## config.mk

```make
export PLATFORM = sky130hd
export DESIGN_NAME = irt_cell
export DESIGN_NICKNAME = d
export VERILOG_FILES = /design/src/hdl/interval_range_table_assert.svh /design/src/hdl/irt_pkg.sv /design/src/hdl/irt_cell.sv
export SDC_FILE = /design/constraint.sdc
export NUM_CORES = 1
export LEC_CHECK = 0
export BUFFER_PORTS_ARGS = -buffer_cell sky130_fd_sc_hd__buf_2
export CAP_MARGIN = 20
export CORE_UTILIZATION = 38
export DETAILED_ROUTE_END_ITERATION = 6
export GPL_ROUTABILITY_DRIVEN = 0
export PLACE_DENSITY = 0.8
export SETUP_SLACK_MARGIN = 0.1
export SLEW_MARGIN = 0
export SYNTH_ARGS = -nofsm -noshare
export SYNTH_HDL_FRONTEND = slang
export SYNTH_SLANG_ARGS = --single-unit
```

## constraint.sdc

```tcl
create_clock -name clk -period 1.1 [get_ports clk]
set_clock_uncertainty 0.1 [all_clocks]
set_input_delay 0.11 -clock clk [delete_from_list [all_inputs] [get_ports clk]]
set_output_delay 0.11 -clock clk [all_outputs]
set_load 0.02 [all_outputs]
```

## src/hdl/interval_range_table_assert.svh

```systemverilog
// Assertion macros shared by the interval range table RTL.
`ifndef INTERVAL_RANGE_TABLE_ASSERT_SVH
`define INTERVAL_RANGE_TABLE_ASSERT_SVH

// Same-cycle implication, sampled on clk and switched off while rst is high.
`define IRT_ASSERT_IMPL(label, ante, cons, msg) \
  label: assert property (@(posedge clk) disable iff (rst) (ante) |-> (cons)) \
    else $error(msg);

// Next-cycle implication, sampled on clk and switched off while rst is high.
`define IRT_ASSERT_NEXT(label, ante, cons, msg) \
  label: assert property (@(posedge clk) disable iff (rst) (ante) |=> (cons)) \
    else $error(msg);

`endif

```

## src/hdl/irt_pkg.sv

```systemverilog
// Package with the sizes, types and codes of the interval range table.
`timescale 1ns / 1ps
`default_nettype none

package irt_pkg;

  localparam int TableDepth = 64;
  localparam int KeyBits    = 32;
  localparam int ValueBits  = 8;
  localparam int CountBits  = $clog2(TableDepth + 1);
  localparam int PassBits   = $clog2(TableDepth);
  localparam int StatusBits = 2;

  typedef logic [KeyBits-1:0]   key_t;
  typedef logic [ValueBits-1:0] value_t;
  typedef logic [CountBits-1:0] count_t;

  typedef enum logic {
    CMD_ASSIGN = 1'b0,
    CMD_LOOKUP = 1'b1
  } cmd_t;

  typedef enum logic [StatusBits-1:0] {
    STATUS_DONE  = 2'd0,
    STATUS_EMPTY = 2'd1,
    STATUS_FULL  = 2'd2
  } status_t;

  // One breakpoint as held by a cell of the ring.
  typedef struct packed {
    logic   valid;
    key_t   key;
    value_t value;
  } entry_t;

  // Control shared by every cell of the ring.
  typedef struct packed {
    logic   shift;
    logic   clear;
    value_t seed_value;
  } ring_ctl_t;

endpackage

`default_nettype wire

```

## src/hdl/irt_cell.sv

```systemverilog
// One storage cell of the breakpoint ring.
`timescale 1ns / 1ps
`default_nettype none

module irt_cell import irt_pkg::*; (
  input  logic      clk,
  input  logic      rst,
  input  ring_ctl_t ctl,
  input  logic      seed,
  input  entry_t    d,
  output entry_t    q
);

  // The seed cell holds the breakpoint at key zero after reset or a rebuild.
  always_ff @(posedge clk) begin
    if (rst) begin
      q <= '{valid: seed, key: '0, value: '0};
    end else if (ctl.clear) begin
      q <= '{valid: seed, key: '0, value: ctl.seed_value};
    end else if (ctl.shift) begin
      q <= d;
    end
  end

endmodule

`default_nettype wire

```

# After elaboration in Yosys (flattened, before gate mapping)
# Cells that the tools add are included.
[word_totals] word_cells=9 ramBits=0 latchBits=0 output_inout_bits=41 register_bits=41 input_bits=54 mem_count=0 romBits=0
[op_classes] order_cmp=0 multipliers=0 add_sub_neg=0 bitwise=0 shift=0 n_eq_ne=0 n_reduce_logical=3 n_mux=3 div_mod_pow=0
[ops] operator="$mux W41" n=3
[ops] operator="$reduce_bool A3 Y1" n=1
[ops] operator="$reduce_bool A2 Y1" n=1
[ops] operator="$reduce_or A2 Y1" n=1

# Longest topological paths before layout
# Gate-level depths: netlist of run 1.
[depth] depth_word=3 mapped_depth=4 depth_no_buf=2

# Least setup slack after synthesis of run 1
# OpenSTA, ideal clock, no wires.
[synth_timing] path_type="input port to flip-flop" start="input port ctl[9] (netlist name)" end="register q[40] (netlist name) (enable)" slack_ns=-0.007 required_time_ns=0.746 arrival_ns=0.753 n_path_buf=2 cell_stages=3 setup_time_ns=0.254 cell_sequence="buf_4 > buf_8 > or3_1"
[synth_between] elab_chain_len=1
[synth_rtl] item="from (decl)" line="irt_cell.sv:8" text="input ring_ctl_t ctl,"
[synth_rtl] item="$reduce_bool A3 Y1 (no line)"
[synth_rtl] item="to (signal assigned)" line="irt_cell.sv:17" text="q <= '{valid: seed, key: '0, value: '0};"
[synth_rtl] item="to (signal assigned)" line="irt_cell.sv:19" text="q <= '{valid: seed, key: '0, value: ctl.seed_value};"
[synth_rtl] item="to (decl)" line="irt_cell.sv:11" text="output entry_t q"
# Every way passes these cells.
# A chain may end at the register's enable or synchronous reset.

# Worst setup path after layout of run 1
[layout_timing] start="register q[40] (netlist name)" end="output port q[40] (netlist name)"
# No word-level cell between the ends.

==> flow_metrics.env, run 1 <==
export IMPL_status="complete, no violations"
export IMPL_hp_start="ctl[1]"
export IMPL_final_area_sq_um=2680
export IMPL_place_area_sq_um=2080
export IMPL_rsz0062_at_grt="yes"
export IMPL_drt_iter0_markers=63
export IMPL_grt_max_degree=26
export IMPL_largest_reg_flops=41
export IMPL_path_class="flop to output port"
export IMPL_dieArea_sq_um=4370
export IMPL_num_io_pins=95
export IMPL_path_buf_inv=1
export IMPL_io_buffers=94
export IMPL_numCtsBuffers=5
export IMPL_crit_chain="buf_6"
export IMPL_antenna_found_initial=0
export IMPL_viasPerCell=4.55
export IMPL_setup_viol=0
export IMPL_dieWidth_microns=66.1
export IMPL_whs_path_depth=3
export IMPL_r2r_setup_slack_ns=0.28
export IMPL_drv_slew=0
export IMPL_vdd_drop_max_mv=0.994
export IMPL_finalHoldViolCount=0
export IMPL_clk_pin_slew_worst_paths_ns=0.07
export IMPL_hold_path_class="input port to flop"
export IMPL_fin_cells=322
export IMPL_cts_root_buf="clkbuf_8"
export IMPL_maxCapViolCount=0
export IMPL_yosysWarningCount=0
export IMPL_core_area_sq_um=3800
export IMPL_hold_path_end="q[1]$_SDFFE_PP0P_"
export IMPL_grt_total_usage_pct=18.0
export IMPL_worstMarginPinSlew_ns=0.266
export IMPL_yosysSeqAreaShare_pct=53.2
export IMPL_endpoint_kind="output port"
export IMPL_nets=327
export IMPL_holdWs_ns=0.00491
export IMPL_hpwl_mm=2.31
export IMPL_n_antenna_cell=0
export IMPL_layout_common_cells="buf_2, mux2i_1, buf_4, nor2_1, dlygate4sd3_1"
export IMPL_rows=22
export IMPL_post_place_cells=281
export IMPL_period_share_pct=93.0
export IMPL_largestRegisters="q x41"
export IMPL_powerDensity_nw_per_um2=1340
export IMPL_drive_gt1_share_pct=49.6
export IMPL_dr_pass1_iters=4
export IMPL_min_period_ns=1.02
export IMPL_critPathTopFamily="flip-flops"
export IMPL_synth_net_count=200
export IMPL_max_freq_mhz=977
export IMPL_cp_slowest_stage_delay_ns=0.39
export IMPL_regMostFlops="q"
export IMPL_grt_pass1_wl_mm=5.87
export IMPL_max_slew_margin_pct=82.3
export IMPL_wirelength_mm=4.22
export IMPL_syn_area_sq_um=1560
export IMPL_r2r_end="q[24]$_SDFFE_PP0P_"
export IMPL_path_max_fanout=1
export IMPL_ys_ff_latch=41
export IMPL_vias=1465
export IMPL_grt_ovfl_total=0
export IMPL_synth_cell_type_count=15
export IMPL_cp_required_ns=0.89
export IMPL_reg2reg_from="q[24]$_SDFFE_PP0P_"
export IMPL_grt_pass1_vias=1354
export IMPL_initial_core_util_pct=41.1
export IMPL_syn_inst=146
export IMPL_area_growth_synth_to_final_pct=71.5
export IMPL_die_y_microns=66.1
export IMPL_wire_per_inst_microns=13.1
export IMPL_final_common_cell="buf_2"
export IMPL_p_leak_nw=1.33
export IMPL_setup_worst_path_start_class="flop"
export IMPL_insertion_delay_ns=0.28
export IMPL_fin_setup_tns_ns=0
export IMPL_syn_avg_cell_area_sq_um=10.7
export IMPL_cts_tree="done"
export IMPL_drc=0
export IMPL_ant_nets=0
export IMPL_htreeDepth=2
export IMPL_worstRegToRegCells=3
export IMPL_crit_arrival_ns=0.81
export IMPL_max_clock_path_buffers=2
export IMPL_crit_path_top_delay_cell="edfxtp_1"
export IMPL_clock_sinks=41
## area by class of cell
class                      count  area, sq um
fill                         283         1120
clock inverter                 3         65.1
inverter                       1         3.75
clock buffer                   5         68.8
multi-input combinational     93          657
timing repair buffer         131          958
sequential                    41          867
tap                           48         60.1
## power breakdown
part | leakage, nW | internal [mW] | switching (mW)
sequential | 0.350 | 1.56 | 0.0336
clock | 0.0681 | 0.901 | 0.491
combinational | 0.909 | 0.330 | 0.270
total | 1.33 | 2.79 | 0.794
## routing by layer
| metal | up-vias | track usage [%] | share of wire [%] |
|---|---|---|---|
| met5 | - | 0 | 0 |
| met4 | 0 | 4.79 | 0.45 |
| met3 | 2 | 6.38 | 6.8 |
| met2 | 61 | 33.2 | 53 |
| met1 | 658 | 19.3 | 40 |
| li1 | 744 | - | - |
## synthesized netlist by cell type (all sizes together)
cell type  instances  area, sq um
nand2              1         3.75
nor2b              8         50.1
clkbuf             3         11.3
nor2              32          120
a211oi             8         60.1
inv                1         3.75
mux2i             40          400
dfxtp             40          801
or2                1         6.26
edfxtp             1         30.0
buf                8         60.1
or3                1         6.26
o21ai              2         10.0
## per-stage QoR
| stage | setup WS (ns) | power, mW | util [%] |
|---|---|---|---|
| floorplan | 0.0527 | 1.90 | - |
| global placement | 0.0646 | 2.07 | 54.7 |
| detailed placement | 0.0600 | 2.08 | 54.7 |
| CTS | 0.0668 | 3.57 | 67.4 |
| global route | 0.0419 | 3.73 | 70.6 |
| finish | 0.0769 | 3.59 | 70.6 |
## how the worst max path moves through the flow
stage / from / end / depth (start not counted)
6_report: q[40]$_DFFE_PP_ / q[40] / 1
5_1_grt: q[40]$_DFFE_PP_ / q[40] / 1
4_1_cts: q[40]$_DFFE_PP_ / q[40] / 1
3_5_place_dp: ctl[8] / q[34]$_SDFFE_PP0P_ / 4
3_3_place_gp: ctl[8] / q[40]$_DFFE_PP_ / 2
2_1_floorplan: ctl[9] / q[40]$_DFFE_PP_ / 3
## cell families after synthesis
family          after synthesis  share of synthesized area (%)
compound gates               10                           4.48
flops                        41                           53.2
simple gates                 43                           11.9
mux                          40                           25.6
buf+inv                      12                           4.80
## repair_timing
action | CTS | global route
resized for setup | 12 | 58
hold endpoints to repair | 32 | 0
buffers inserted | 0 | 1
endpoints found under the setup margin | 12 | 39
hold buffers | 32 | 0
Note: power is estimated with default switching activity, not from simulation.
==> run 2, diff against run 1 <==
ABC_AREA = 1   (was not set)
PLACE_DENSITY = 0.79   (was 0.8)
==> flow_metrics.env, run 2 <==
export IMPL_status="complete, no violations"
export IMPL_yosys_top_cells_area="dfxtp_1, nand2_1, a21oi_1"
export IMPL_core_area_sq_um=4000
export IMPL_grt_max_degree=21
export IMPL_critPathTopFamily="flip-flops"
export IMPL_clk_pin_slew_worst_paths_ns=0.08
export IMPL_grt_ovfl_total=0
export IMPL_drt_iter0_markers=66
export IMPL_place_area_sq_um=2090
export IMPL_setup_viol=0
export IMPL_cts_root_buf="clkbuf_8"
export IMPL_reg2reg_from="q[22]$_SDFFE_PP0P_"
export IMPL_drc=0
export IMPL_r2r_end="q[22]$_SDFFE_PP0P_"
export IMPL_dieWidth_microns=66.5
export IMPL_pwr_share_comb_pct=18.8
export IMPL_grt_total_usage_pct=20.5
export IMPL_hp_start="d[5]"
export IMPL_layout_common_cells="nand2_1, buf_2, buf_4, dlygate4sd3_1, a21oi_1"
export IMPL_htreeDepth=2
export IMPL_die_y_microns=66.5
export IMPL_fin_setup_tns_ns=0
export IMPL_dr_pass1_iters=4
export IMPL_clockPowerShare_pct=30.7
export IMPL_max_freq_mhz=984
export IMPL_final_area_sq_um=2690
export IMPL_cp_required_ns=0.89
export IMPL_cp_slowest_stage_delay_ns=0.38
export IMPL_yosys_area_top_type_share_pct=50.6
export IMPL_synthMuxAreaShare_pct=0
export IMPL_antenna_found_initial=0
export IMPL_vias=1761
export IMPL_io_buffers=94
export IMPL_max_slew_margin_pct=85.3
export IMPL_yosysWarningCount=0
export IMPL_numCtsBuffers=5
export IMPL_p_seq_share_pct=50.5
export IMPL_final_common_cell="nand2_1"
export IMPL_r2r_setup_slack_ns=0.34
export IMPL_p_sw_share_pct=24.9
export IMPL_syn_area_sq_um=1580
export IMPL_min_period_ns=1.02
export IMPL_fillers=329
export IMPL_synth_net_count=262
export IMPL_path_max_fanout=1
export IMPL_whs_path_depth=5
export IMPL_num_io_pins=95
export IMPL_area_growth_synth_to_final_pct=70.2
export IMPL_largestRegisters="q x41"
export IMPL_initial_core_util_pct=39.6
export IMPL_viasPerCell=4.52
export IMPL_wirelength_mm=4.62
export IMPL_largest_reg_flops=41
export IMPL_multiInputGateArea_sq_um=628
export IMPL_grt_pass1_vias=1519
export IMPL_internal_power_mw=2.38
export IMPL_worstMarginPinSlew_ns=0.221
export IMPL_ant_nets=0
export IMPL_endpoint_kind="output port"
export IMPL_synthAdderAreaFrac_pct=0
export IMPL_crit_path_top_delay_cell="edfxtp_1"
export IMPL_async_flop_share_pct=0
export IMPL_period_share_pct=92.4
export IMPL_drive_gt1_share_pct=42.9
export IMPL_crit_chain="buf_6"
export IMPL_syn_avg_cell_area_sq_um=7.61
export IMPL_worstRegToRegCells=3
export IMPL_synth_cell_type_count=13
export IMPL_syn_inst=208
export IMPL_setup_worst_path_start_class="flop"
export IMPL_powerDensity_nw_per_um2=1170
export IMPL_finalHoldViolCount=0
export IMPL_vdd_drop_max_mv=0.642
export IMPL_synth_simple_area_share_pct=29.6
export IMPL_synth_top_family_by_area="simple AND/OR/NAND/NOR gates"
export IMPL_n_antenna_cell=0
export IMPL_synth_xor_area_share_pct=0
export IMPL_ys_ff_latch=41
export IMPL_synth_most_common_cell="nand2_1"
export IMPL_wire_per_inst_microns=11.9
export IMPL_clock_sinks=41
export IMPL_drv_slew=0
export IMPL_rsz0062_at_grt="yes"
export IMPL_synth_compound_area_share_pct=10.1
export IMPL_max_clock_path_buffers=2
export IMPL_rows=23
export IMPL_hpwl_mm=2.73
export IMPL_dieArea_sq_um=4430
export IMPL_p_sw_uw=786
export IMPL_register_area_sq_um=870
export IMPL_hold_path_end="q[5]$_SDFFE_PP0P_"
export IMPL_synth_largest_area_cell="dfxtp_1"
export IMPL_path_buf_inv=1
export IMPL_crit_arrival_ns=0.81
export IMPL_setup_worst_path_start="q[40]$_DFFE_PP_"
export IMPL_yosysSeqAreaShare_pct=52.5
export IMPL_p_leak_nw=1.31
export IMPL_synth_main_ff_cell="dfxtp_1"
export IMPL_synth_edff_count=1
export IMPL_regMostFlops="q"
export IMPL_path_class="flop to output port"
export IMPL_cts_tree="done"
export IMPL_insertion_delay_ns=0.27
export IMPL_yosys_top_cells_count="nand2_1, dfxtp_1, a21oi_1"
export IMPL_maxCapViolCount=0
export IMPL_grt_pass1_wl_mm=6.78
export IMPL_hold_path_class="input port to flop"
export IMPL_nets=393
run 2: cell count changes in the layout (fill, tap and decap cells not counted), sizes merged, moves of 2 or more:
| cell | change |
|---|---|
| nor2b | -8 |
| o21ai | -2 |
| nand3 | +9 |
| nand2 | +106 |
| clkbuf | +3 |
| buf | +5 |
| a211oi | -8 |
| inv | +2 |
| a21oi | +32 |
| nor2 | -29 |
| bufinv | -2 |
| mux2i | -40 |
run 2: cells by family (layout without fill, tap and decap cells):
kind of cell / count (synthesis) / in the layout
flops: 41 / 41
simple gates: 119 / 119
buf+inv: 16 / 148
compound gates: 32 / 32
run 2: layout make-up:
| cell class | count | share of cell area (%) |
|---|---|---|
| Timing Repair Buffer | 137 | 38.2 |
| Sequential cell | 41 | 32.3 |
| Multi-Input combinational cell | 151 | 23.3 |
| Clock buffer | 8 | 3.34 |
| Tap cell | 50 | 2.32 |
| Inverter | 3 | 0.511 |
run 2: per-layer routing:
metal / up-vias / routed length (microns) / track usage, %
met4: 0 / 87 / 7.18
met3: 11 / 274 / 7.02
met5: - / 0 / 0
met1: 761 / 1930 / 23.2
met2: 73 / 2330 / 35.4
li1: 916 / - / -
run 2: repair_timing:
| action | 4_1_cts | 5_1_grt |
|---|---|---|
| hold endpoints to repair | 33 | 0 |
| endpoints found under the setup margin | 18 | 40 |
| gates cloned | 0 | 0 |
| gates resized for setup | 18 | 64 |
| setup buffers | 0 | 1 |
| hold buffers | 33 | 0 |
run 2: how the worst max path moves through the flow:
stage | to | cells past startpoint
2_1_floorplan | q[40]$_DFFE_PP_ | 4
5_1_grt | q[40] | 1
3_5_place_dp | q[23]$_SDFFE_PP0P_ | 5
6_report | q[40] | 1
3_3_place_gp | q[1]$_SDFFE_PP0P_ | 5
4_1_cts | q[40] | 1
run 2: power by group through the flow:
stage	clock network, mW	logic [mW]	registers [mW]
3_5_place_dp	0	0.449	1.61
6_report	0.971	0.594	1.60
4_1_cts	1.02	0.552	1.58
2_1_floorplan	0	0.186	1.69
3_3_place_gp	0	0.441	1.61
5_1_grt	1.08	0.643	1.60
run 2: stage by stage:
stage                     total power [mW]  instances  utilization, %  setup WS (ns)  hold slack [ns]
after global routing                  3.33        390            67.3         0.0432           0.0110
after floorplan                       1.88        208               -          0.260            0.148
after detailed placement              2.06        348            52.1         0.0917            0.268
after global placement                2.06        348            52.1          0.131            0.260
final                                 3.16        390            67.3         0.0836           0.0120
after CTS                             3.15        389            63.7         0.0769         0.000199
