$ cat src/hdl/interval_range_table_assert.svh
// Assertion macros shared by the interval range table RTL.
`ifndef INTERVAL_RANGE_TABLE_ASSERT_SVH
`define INTERVAL_RANGE_TABLE_ASSERT_SVH

// Same-cycle implication, sampled on clk and switched off while rst is high.
`define IRT_ASSERT_IMPL(label, ante, cons, msg) \
  label: assert property (@(posedge clk) disable iff (rst) (ante) |-> (cons)) \
    else $error(msg);

// Next-cycle implication, sampled on clk and switched off while rst is high.
`define IRT_ASSERT_NEXT(label, ante, cons, msg) \
  label: assert property (@(posedge clk) disable iff (rst) (ante) |=> (cons)) \
    else $error(msg);

`endif

$ cat src/hdl/irt_pkg.sv
// Package with the sizes, types and codes of the interval range table.
`timescale 1ns / 1ps
`default_nettype none

package irt_pkg;

  localparam int TableDepth = 64;
  localparam int KeyBits    = 32;
  localparam int ValueBits  = 8;
  localparam int CountBits  = $clog2(TableDepth + 1);
  localparam int PassBits   = $clog2(TableDepth);
  localparam int StatusBits = 2;

  typedef logic [KeyBits-1:0]   key_t;
  typedef logic [ValueBits-1:0] value_t;
  typedef logic [CountBits-1:0] count_t;

  typedef enum logic {
    CMD_ASSIGN = 1'b0,
    CMD_LOOKUP = 1'b1
  } cmd_t;

  typedef enum logic [StatusBits-1:0] {
    STATUS_DONE  = 2'd0,
    STATUS_EMPTY = 2'd1,
    STATUS_FULL  = 2'd2
  } status_t;

  // One breakpoint as held by a cell of the ring.
  typedef struct packed {
    logic   valid;
    key_t   key;
    value_t value;
  } entry_t;

  // Control shared by every cell of the ring.
  typedef struct packed {
    logic   shift;
    logic   clear;
    value_t seed_value;
  } ring_ctl_t;

endpackage

`default_nettype wire

$ cat src/hdl/irt_if.sv
// Channel interfaces of the interval range table: commands, results and configuration.
`timescale 1ns / 1ps
`default_nettype none

interface irt_req_if import irt_pkg::*; ();
  logic   valid;
  logic   ready;
  logic   command;
  key_t   key_begin;
  key_t   key_end;
  value_t new_value;
  key_t   query_key;

  modport source (
    output valid, command, key_begin, key_end, new_value, query_key,
    input  ready
  );
  modport sink (
    input  valid, command, key_begin, key_end, new_value, query_key,
    output ready
  );
endinterface

interface irt_rsp_if import irt_pkg::*; ();
  logic                  valid;
  logic                  ready;
  value_t                found_value;
  logic [StatusBits-1:0] status;
  count_t                entries_used;

  modport source (
    output valid, found_value, status, entries_used,
    input  ready
  );
  modport sink (
    input  valid, found_value, status, entries_used,
    output ready
  );
endinterface

interface irt_cfg_if import irt_pkg::*; ();
  logic   valid;
  logic   ready;
  value_t initial_value;

  modport source (
    output valid, initial_value,
    input  ready
  );
  modport sink (
    input  valid, initial_value,
    output ready
  );
endinterface

`default_nettype wire

$ cat src/hdl/irt_ctrl.sv
// Sequencer that scans and rewrites the breakpoint ring and owns the handshakes.
`timescale 1ns / 1ps
`default_nettype none

`include "interval_range_table_assert.svh"

module irt_ctrl import irt_pkg::*; (
  input  logic      clk,
  input  logic      rst,
  irt_req_if.sink   req,
  irt_rsp_if.source rsp,
  irt_cfg_if.sink   cfg,
  input  entry_t    ring_out,
  output entry_t    ring_in,
  output ring_ctl_t ctl
);

  typedef enum logic [3:0] {
    ST_IDLE   = 4'b0001,
    ST_SCAN   = 4'b0010,
    ST_WRITE  = 4'b0100,
    ST_FINISH = 4'b1000
  } state_t;

  state_t                state;
  logic [PassBits-1:0]   pass_idx;
  cmd_t                  op;
  key_t                  key_b;
  key_t                  key_e;
  value_t                new_val;
  key_t                  best_key;
  value_t                best_value;
  logic                  best_found;
  count_t                seen;
  count_t                removed;
  count_t                need;
  count_t                entry_count;
  logic                  pend_b;
  logic                  pend_e;
  value_t                res_value;
  status_t               res_status;
  logic                  out_valid;
  value_t                out_value;
  status_t               out_status;
  count_t                out_count;

  logic                  pass_last;
  logic                  le_lim;
  logic                  take;
  logic                  in_range;
  logic                  keep;
  logic                  tail;
  count_t                seen_next;
  count_t                removed_next;
  logic [CountBits:0]    need_sum;
  logic                  full;
  logic                  cfg_write;

  assign pass_last = (pass_idx == PassBits'(TableDepth - 1));
  assign le_lim    = (ring_out.key <= key_e);
  assign take      = ring_out.valid && le_lim && (!best_found || (ring_out.key > best_key));
  assign in_range  = ring_out.valid && le_lim && (ring_out.key >= key_b);
  assign keep      = ring_out.valid && !in_range;
  assign tail      = (key_e != '1);

  assign seen_next    = seen + count_t'(ring_out.valid);
  assign removed_next = removed + count_t'(in_range);
  assign need_sum     = {1'b0, seen_next} + (CountBits + 1)'(1)
                        + (CountBits + 1)'(tail) - {1'b0, removed_next};
  assign full         = (need_sum > (CountBits + 1)'(TableDepth));

  assign cfg_write = cfg.valid && cfg.ready;
  assign cfg.ready = 1'b1;

  assign ctl.shift      = (state == ST_SCAN) || (state == ST_WRITE);
  assign ctl.clear      = cfg_write;
  assign ctl.seed_value = cfg.initial_value;

  assign req.ready        = (state == ST_IDLE);
  assign rsp.valid        = out_valid;
  assign rsp.found_value  = out_value;
  assign rsp.status       = out_status;
  assign rsp.entries_used = out_count;

  // Kept entries pass unchanged; a freed or empty slot takes a pending insert.
  always_comb begin
    ring_in = ring_out;
    if (state == ST_WRITE && !keep) begin
      if (pend_b) begin
        ring_in = '{valid: 1'b1, key: key_b, value: new_val};
      end else if (pend_e) begin
        ring_in = '{valid: 1'b1, key: key_e, value: best_value};
      end else begin
        ring_in = '0;
      end
    end
  end

  always_ff @(posedge clk) begin
    if (rst) begin
      state       <= ST_IDLE;
      pass_idx    <= '0;
      pend_b      <= 1'b0;
      pend_e      <= 1'b0;
      entry_count <= count_t'(1);
      out_valid   <= 1'b0;
    end else begin
      if (rsp.valid && rsp.ready) begin
        out_valid <= 1'b0;
      end
      case (state)
        ST_IDLE: begin
          if (req.valid && req.ready) begin
            op         <= cmd_t'(req.command);
            key_b      <= req.key_begin;
            key_e      <= (cmd_t'(req.command) == CMD_LOOKUP) ? req.query_key : req.key_end;
            new_val    <= req.new_value;
            pass_idx   <= '0;
            seen       <= '0;
            removed    <= '0;
            best_found <= 1'b0;
            best_key   <= '0;
            res_value  <= '0;
            if (cmd_t'(req.command) == CMD_ASSIGN && !(req.key_begin < req.key_end)) begin
              res_status <= STATUS_EMPTY;
              state      <= ST_FINISH;
            end else begin
              state <= ST_SCAN;
            end
          end
        end
        ST_SCAN: begin
          pass_idx <= pass_last ? '0 : pass_idx + PassBits'(1);
          seen     <= seen_next;
          removed  <= removed_next;
          if (take) begin
            best_found <= 1'b1;
            best_key   <= ring_out.key;
            best_value <= ring_out.value;
          end
          if (pass_last) begin
            if (op == CMD_LOOKUP) begin
              res_value  <= take ? ring_out.value : best_value;
              res_status <= STATUS_DONE;
              state      <= ST_FINISH;
            end else if (full) begin
              res_status <= STATUS_FULL;
              state      <= ST_FINISH;
            end else begin
              need   <= need_sum[CountBits-1:0];
              pend_b <= 1'b1;
              pend_e <= tail;
              state  <= ST_WRITE;
            end
          end
        end
        ST_WRITE: begin
          pass_idx <= pass_last ? '0 : pass_idx + PassBits'(1);
          if (!keep) begin
            if (pend_b) begin
              pend_b <= 1'b0;
            end else if (pend_e) begin
              pend_e <= 1'b0;
            end
          end
          if (pass_last) begin
            entry_count <= need;
            res_status  <= STATUS_DONE;
            state       <= ST_FINISH;
          end
        end
        ST_FINISH: begin
          if (!out_valid || rsp.ready) begin
            out_valid  <= 1'b1;
            out_value  <= res_value;
            out_status <= res_status;
            out_count  <= entry_count;
            state      <= ST_IDLE;
          end
        end
        default: begin
          state <= ST_IDLE;
        end
      endcase
      if (cfg_write) begin
        entry_count <= count_t'(1);
      end
    end
  end

  `IRT_ASSERT_IMPL(a_count_range, 1'b1, (entry_count >= count_t'(1)) && (entry_count <= count_t'(TableDepth)), "entry count out of range")
  `IRT_ASSERT_IMPL(a_scan_count, (state == ST_SCAN) && pass_last, seen_next == entry_count, "valid cells seen in a scan differ from the entry count")
  `IRT_ASSERT_IMPL(a_write_fits, state == ST_WRITE, need <= count_t'(TableDepth), "rewrite started with a table that does not fit")
  `IRT_ASSERT_NEXT(a_inserts_placed, (state == ST_WRITE) && pass_last, !pend_b && !pend_e, "rewrite ended with an insert still pending")

endmodule

`default_nettype wire

$ cat src/flat_wrapper.sv
// flat-port wrapper written by rule: the top's interface ports become plain ports
module irt_ctrl_flat import irt_pkg::*;
  (clk, rst, ring_out, ring_in, ctl, req_valid, req_command, req_key_begin, req_key_end, req_new_value, req_query_key, req_ready, rsp_valid, rsp_found_value, rsp_status, rsp_entries_used, rsp_ready, cfg_valid, cfg_initial_value, cfg_ready);
  irt_req_if req_i ();
  irt_rsp_if rsp_i ();
  irt_cfg_if cfg_i ();
  input  logic clk;
  input  logic rst;
  input  entry_t ring_out;
  output entry_t ring_in;
  output ring_ctl_t ctl;
  input wire logic [$bits(req_i.valid)-1:0] req_valid;
  input wire logic [$bits(req_i.command)-1:0] req_command;
  input wire logic [$bits(req_i.key_begin)-1:0] req_key_begin;
  input wire logic [$bits(req_i.key_end)-1:0] req_key_end;
  input wire logic [$bits(req_i.new_value)-1:0] req_new_value;
  input wire logic [$bits(req_i.query_key)-1:0] req_query_key;
  output wire logic [$bits(req_i.ready)-1:0] req_ready;
  output wire logic [$bits(rsp_i.valid)-1:0] rsp_valid;
  output wire logic [$bits(rsp_i.found_value)-1:0] rsp_found_value;
  output wire logic [$bits(rsp_i.status)-1:0] rsp_status;
  output wire logic [$bits(rsp_i.entries_used)-1:0] rsp_entries_used;
  input wire logic [$bits(rsp_i.ready)-1:0] rsp_ready;
  input wire logic [$bits(cfg_i.valid)-1:0] cfg_valid;
  input wire logic [$bits(cfg_i.initial_value)-1:0] cfg_initial_value;
  output wire logic [$bits(cfg_i.ready)-1:0] cfg_ready;
  assign req_i.valid = req_valid;
  assign req_i.command = req_command;
  assign req_i.key_begin = req_key_begin;
  assign req_i.key_end = req_key_end;
  assign req_i.new_value = req_new_value;
  assign req_i.query_key = req_query_key;
  assign req_ready = req_i.ready;
  assign rsp_valid = rsp_i.valid;
  assign rsp_found_value = rsp_i.found_value;
  assign rsp_status = rsp_i.status;
  assign rsp_entries_used = rsp_i.entries_used;
  assign rsp_i.ready = rsp_ready;
  assign cfg_i.valid = cfg_valid;
  assign cfg_i.initial_value = cfg_initial_value;
  assign cfg_ready = cfg_i.ready;
  irt_ctrl u_core (.clk(clk), .rst(rst), .req(req_i), .rsp(rsp_i), .cfg(cfg_i), .ring_out(ring_out), .ring_in(ring_in), .ctl(ctl));
endmodule
$ cat config.mk
export PLATFORM = sky130hd
export DESIGN_NAME = irt_ctrl_flat
export DESIGN_NICKNAME = d
export VERILOG_FILES = /design/src/hdl/irt_pkg.sv /design/src/hdl/irt_if.sv /design/src/hdl/irt_ctrl.sv /design/src/flat_wrapper.sv
export VERILOG_INCLUDE_DIRS = /design/src /design/src/hdl
export SDC_FILE = /design/constraint.sdc
export NUM_CORES = 1
export LEC_CHECK = 0
export BUFFER_PORTS_ARGS = -buffer_cell sky130_fd_sc_hd__buf_4
export CAP_MARGIN = 20
export CORE_MARGIN = 2
export CORE_UTILIZATION = 25
export DETAILED_ROUTE_END_ITERATION = 16
export HOLD_SLACK_MARGIN = 0.06
export SLEW_MARGIN = 20
export SYNTH_ARGS = -nofsm -noshare
export SYNTH_HDL_FRONTEND = slang
export SYNTH_SLANG_ARGS = --single-unit
$ cat constraint.sdc
create_clock -name clk -period 10.1 [get_ports clk]
set_input_delay 0.505 -clock clk [delete_from_list [all_inputs] [get_ports clk]]
set_output_delay 0.505 -clock clk [all_outputs]
set_load 0.02 [all_outputs]
# After elaboration in Yosys (flattened, before gate mapping)
# Index checks and enable logic that the tools add are counted.
# totals
latchBits	0
wordCells	139
memories	0
out_inout_bits	71
mem_bits_rw	0
romBits	0
register_bits	182
# op_classes
n_bitwise	4
n_eq_ne	18
n_mul	0
muxes	50
magnitude_cmp	5
shifts	0
reduce_logical	35
add_sub_neg	6
div	0
# ops
cell	count
two-way mux 41 bit	3
two-way mux 32 bit	3
case mux 32 bit (2 select lines)	1
greater-or-equal comparator 32 bit	1
> comparator 32 bit	1
less-or-equal comparator 32 bit	1
< comparator 32 bit	1
two-way mux 8 bit	4
inequality test 32 bit, second input constant	1
two-way mux 4 bit	7
case mux 7 bit (2 select lines)	2
case mux 4 bit (4 select lines)	1
case mux 8 bit (2 select lines)	1
AND reduction 5 bit	3
adder 7 x 1 -> 7 bit	2
two-way mux 1 bit	14
two-way mux 2 bit	6
two-way mux 6 bit	2
inequality test 2 bit, second input constant	6
case mux 6 bit (2 select lines)	1
inequality test 2 x 1 -> 1 bit, second input constant	5
AND reduction 3 bit	3
adder 7 x 1 -> 8 bit, second input constant	1
adder 8 x 1 -> 8 bit	1
other kinds (23)	47

# Longest topological paths before layout
# logic_depth
depth_word	10
depth_mapped	22
mapped_depth_nobuf	22

# Worst setup path before layout
# Ideal clock, no wire load.
# synth_timing
path_type	input to register
start	input ring_out[38] (netlist name)
end	register u_core.need[0] (enable)
path_stages	19
path_slack_ps	4713
t_required_ps	9710
arrival_ps	4997
cell_sequence	ha_1 -> nand4_1 -> or3_1 -> nor2_1 -> o31ai_2 -> a21boi_2 -> nor3_1 -> ha_1 -> ha_1 -> ha_1 -> inv_1 -> ha_1 -> inv_1 -> fa_1 -> inv_1 -> or3_1 -> o41ai_1 -> nand4b_1 -> nor4_1
# synth_via
elab_chain_cells	8
elab_cells_between_ends	9
cone_classes	add/sub: 2; order compare: 3; bitwise: 1; reduce/logical: 3
# synth_rtl
item	line_no	rtl
start: declaration	flat_wrapper.sv:9	input entry_t ring_out;
less-or-equal comparator 32 bit	irt_ctrl.sv:60	assign le_lim = (ring_out.key <= key_e);
logical AND 1 bit	irt_ctrl.sv:62	assign in_range = ring_out.valid && le_lim && (ring_out.key >= key_b);
logical AND 1 bit (*)	irt_ctrl.sv:62	
adder 7 x 1 -> 7 bit (*)	irt_ctrl.sv:67	assign removed_next = removed + count_t'(in_range);
via u_core.removed_next[1]	irt_ctrl.sv:54	count_t removed_next;
subtractor 8 x 7 -> 8 bit (*)	irt_ctrl.sv:69	+ (CountBits + 1)'(tail) - {1'b0, removed_next};
via u_core.need_sum[2]	irt_ctrl.sv:55	logic [CountBits:0] need_sum;
> comparator 8 x 7 -> 1 bit (*)	irt_ctrl.sv:70	assign full = (need_sum > (CountBits + 1)'(TableDepth));
NOT 1 bit (no line) (*)	--	
AND reduction 5 bit (no line) (*)	--	
end signal: assignment	irt_ctrl.sv:150	need <= need_sum[CountBits-1:0];
end: declaration	irt_ctrl.sv:36	count_t need;
# Mark *: on every way through the listed nets, which the timed path passes. The rest lies on a longest branch.
# A chain may end at the register's enable or synchronous reset.

# Worst setup path in the final report
# layout_timing
start	register u_core.key_e[15]
end	register u_core.need[3] (enable)
# layout_via
elab_chain_cells	8
elab_cells_between_ends	10
cone_classes	add/sub: 3; order compare: 2; eq/ne: 1; bitwise: 1; reduce/logical: 3
# layout_rtl
item	line_no	rtl
start: declaration	irt_ctrl.sv:29	key_t key_e;
start signal: assignment	irt_ctrl.sv:116	key_e <= (cmd_t'(req.command) == CMD_LOOKUP) ? req.query_key : req.key_end;
less-or-equal comparator 32 bit	irt_ctrl.sv:60	
logical AND 1 bit (2 in series)	irt_ctrl.sv:62	
adder 7 x 1 -> 7 bit	irt_ctrl.sv:67	
via u_core.removed_next[1]	irt_ctrl.sv:54	
subtractor 8 x 7 -> 8 bit	irt_ctrl.sv:69	
via u_core.need_sum[5]	irt_ctrl.sv:55	
> comparator 8 x 7 -> 1 bit	irt_ctrl.sv:70	
NOT 1 bit (no line)	--	
AND reduction 5 bit (no line)	--	
# The timed path passes the listed nets, and every way through them passes these cells.

==> metrics.md <==
| Metric | Value |
|---|---|
| GPL Wtd Cong | `0.8325` |
| Clock power frac | `0.335` |
| Setup violators final | `0` |
| Max_cap viols | `0` |
| Final max-slew violation count | `0` |
| Leakage | `6.168 nW` |
| Core Box Area | `around 0.045 mm^2` |
| Final count of hold timing violations | `0` |
| CTS max path bufs | `2` |
| Area delta synth->final | `24.21%` |
| Ports | `230` |
| Critical path class | `flop to flop` |
| Die H | `218.8 um` |
| Fmax achieved | `approximately 0.16 GHz` |
| Unrepaired setup endpoints after global routing | `false` |
| Synthesis Warnings | `0` |
| Cell Rows | `a little under 80` |
| Total GRT Usage | `0.1378` |
| 1st-iter DRT viols | `590` |
| Comb power frac | `0.203` |
| Vias post-DR | `8,790` |
| Total grt overflow | `0` |
| Setup TNS | `0 ns` |
| Initial antenna violation count | `0` |
| Sw Share | `0.2825` |
| Fin crit period | `6.065 ns` |
| WP buf/inv | `3` |
| PostCTS Resize Cnt | `0` |
| Psw | `0.0005541 W` |
| DRT antenna net count | `0` |
| Initial Utilization | `0.2537` |
| EDFF count, synth | `~160` |
| Vias in the first global route | `roughly 9,000` |
| PD cells | `136.9 mW/mm^2` |
| Final period util | `0.6005` |
| CP cell instances | `inv_1 -> ha_1 -> nand4_1 -> a2111oi_0 -> o31ai_2 -> a21boi_2 -> nor3_1 -> ha_1 -> ha_1 -> ha_1 -> inv_1 -> ha_1 -> inv_1 -> fa_1 -> nor2b_1 -> o31a_1 -> a21oi_1 -> o41ai_1 -> nand4b_1 -> nor4_2` |
| Clk pin slew, worst setup/hold paths | `0.07 ns` |
| Seq/Total Area, Yosys | `0.4564` |
| Placed cell areas | `0.01374 mm^2` |
| Crit-path max FO | `7` |
| WP data arrival | `~6.1 ns` |
| Sequential power share | `0.462` |
| IO Port Bufs | `roughly 210` |
| Die W | `218.8 um` |
| CTS tree | `yes` |
| Synth area leader | `edfxtp_1` |
| Worst-Skew Late Latency | `about 0.44 ns` |
| HPWL Detailed | `between 20,000 and 30,000 um` |
| Synth area leaders | `edfxtp_1, ha_1, inv_1` |
| Layout cell share with drive strength beyond 1 | `0.2407` |
| Total Power | `0.001961 W` |
| Total internal power | `approximately 0.0014 W` |
| Htree depth | `4` |
| Synth cell types | `69` |
| Placed Cells | `between 1,500 and 2,000` |
| CTS Root Cell | `clkbuf_16` |
| Leading cell type by number of instances after synthesis | `edfxtp_1` |
| DRT Pass-1 Iters | `5` |
| Crit path launch type | `flop` |
| Design area | `0.01433 mm^2` |
| Avg Inst Size Synth | `between 10 and 15 um^2` |
| Async set-reset flop share out of synthesis | `0` |
| Critical Path End Type | `flop` |
| First-pass GRT wire length | `roughly 50,000 um` |
| Most common cell type on the critical path | `ha_1` |
| Post-layout nets | `1,584` |
| Setup bufs post-CTS | `0` |
| Net Count, Synth | `1,388` |
| WL per Instance | `17.35 um` |
| Fin cells | `between 1,500 and 2,000` |
| Status | `finished, final reports clean` |
| Worst Max-Slew Pin Slew | `approximately 1.1 ns` |
| Largest net degree at the start of global routing | `75` |
| Max incr delay on CP | `approximately 0.8 ns` |
| Clock buffer count from CTS | `17` |
| Critical Path RT | `between 10 and 15 ns` |
| Die area | `0.04788 mm^2` |
| Max Clock Skew | `approximately 0.014 ns` |
| Post-Syn Area | `0.01154 mm^2` |
| Vias/cell | `4.643` |
| Slowest stage cell, crit path | `a2111oi_0` |
| Peak supply drop | `about 0.000096 V` |
| WHS | `between 0.2 and 0.25 ns` |
| Post-Route WL | `32,850 um` |
| Hold WC Path Type | `primary input to flop` |
| Relative slew slack | `0.2609` |
| Post-synth top cells | `edfxtp_1, inv_1, ha_1` |
| CTS Sinks | `roughly 180` |
| Filler cells | `between 4,000 and 5,000` |
| CP top delay family | `compound AO/OA/AOI/OAI gates` |
| Ys flop type | `edfxtp_1` |
| Post-route DRC | `0` |
| #FFs+latches synth | `182` |
| Yosys top cell area share | `0.4217` |
| # hold bufs at CTS | `0` |
| Post-Syn Instances | `around 1,100` |
per-layer routing:
metal	track usage	wire length (um)	share of wire
met5	0	0	0
met4	0.04617	654	0.020
met3	0.02952	1240	0.038
met1	0.1831	15530	0.47
met2	0.2218	15420	0.47
power by group through the flow:
stage          registers [W]  logic (W)  clock network (W)
6_report            0.000906   0.000398           0.000657
5_1_grt             0.000911   0.000448           0.000712
4_1_cts             0.000906   0.000401           0.000682
3_5_place_dp        0.000922   0.000399                  0
3_3_place_gp        0.000921   0.000390                  0
2_1_floorplan       0.000914   0.000244                  0
cell usage in the layout, fill, tap and decap left out, types with 5 or more instances in the layout:
cell type / count
xor2_1: 9
or3_1: 5
buf_4: 219
a22o_1: 39
clkbuf_16: 18
nor3_1: 7
nor4_1: 6
dfxtp_1: 19
xnor2_1: 7
ha_1: 144
nand4_1: 30
nand2_1: 83
a21oi_1: 50
nor2b_1: 7
o21ai_0: 50
inv_1: 145
a211oi_1: 10
mux2_2: 45
a22oi_1: 6
nand3_1: 23
and2_1: 40
nor2_1: 47
mux2i_1: 16
edfxtp_1: 162
a21o_1: 18
final cells by class:
class / instances / area, um^2 / area share
Antenna cell: 1 / 2.502 / 0.0001746
Clock buffer: 25 / 516.7 / 0.03606
Clock inverter: 7 / 58.81 / 0.004104
Inverter: 145 / 544.3 / 0.03798
Multi-Input combinational cell: 714 / 5545 / 0.3870
Sequential cell: 182 / 5266 / 0.3675
Tap cell: 600 / 750.7 / 0.05239
Timing Repair Buffer: 219 / 1644 / 0.1147
kinds of logic after synthesis:
group                      Yosys count  synth area share
other                                1         0.0003251
adders and majority gates          146            0.1597
buffers and inverters              187           0.06551
AOI/OAI and AO/OA                  213            0.1243
xor gates and xnor gates            16           0.01215
DFF                                182            0.4564
muxes                               64           0.06106
and+or+nand+nor                    274            0.1206
final timing paths:
path,cells after the start,end,from,slack [ns]
worst max-delay path,20,u_core.need[3]$_DFFE_PP_,u_core.key_e[15]$_DFFE_PP_,4.04
worst min-delay path,1,u_core.new_val[4]$_DFFE_PP_,req_new_value[4],0.23
worst max register to register,20,u_core.need[3]$_DFFE_PP_,u_core.key_e[15]$_DFFE_PP_,4.04
worst min register to register,0,u_core.rsp.found_value[0]$_DFFE_PP_,u_core.res_value[0]$_SDFFCE_PN0P_,0.41
flip-flops by register name, indices dropped and copies added (netlist names), 8 cells and up:
register                flops
u_core.best_value           8
u_core.new_val              8
u_core.best_key            32
u_core.key_b               32
u_core.rsp.found_value      8
u_core.key_e               32
u_core.res_value            8
per-stage QoR:
step,utilization,setup WS (ns)
after global placement,0.3021,3.504
after floorplan,-,4.713
after detailed placement,0.3021,3.354
final,0.3151,4.035
after CTS,0.3147,3.581
after global routing,0.3150,3.419
(Power assumes the default switching activity.)
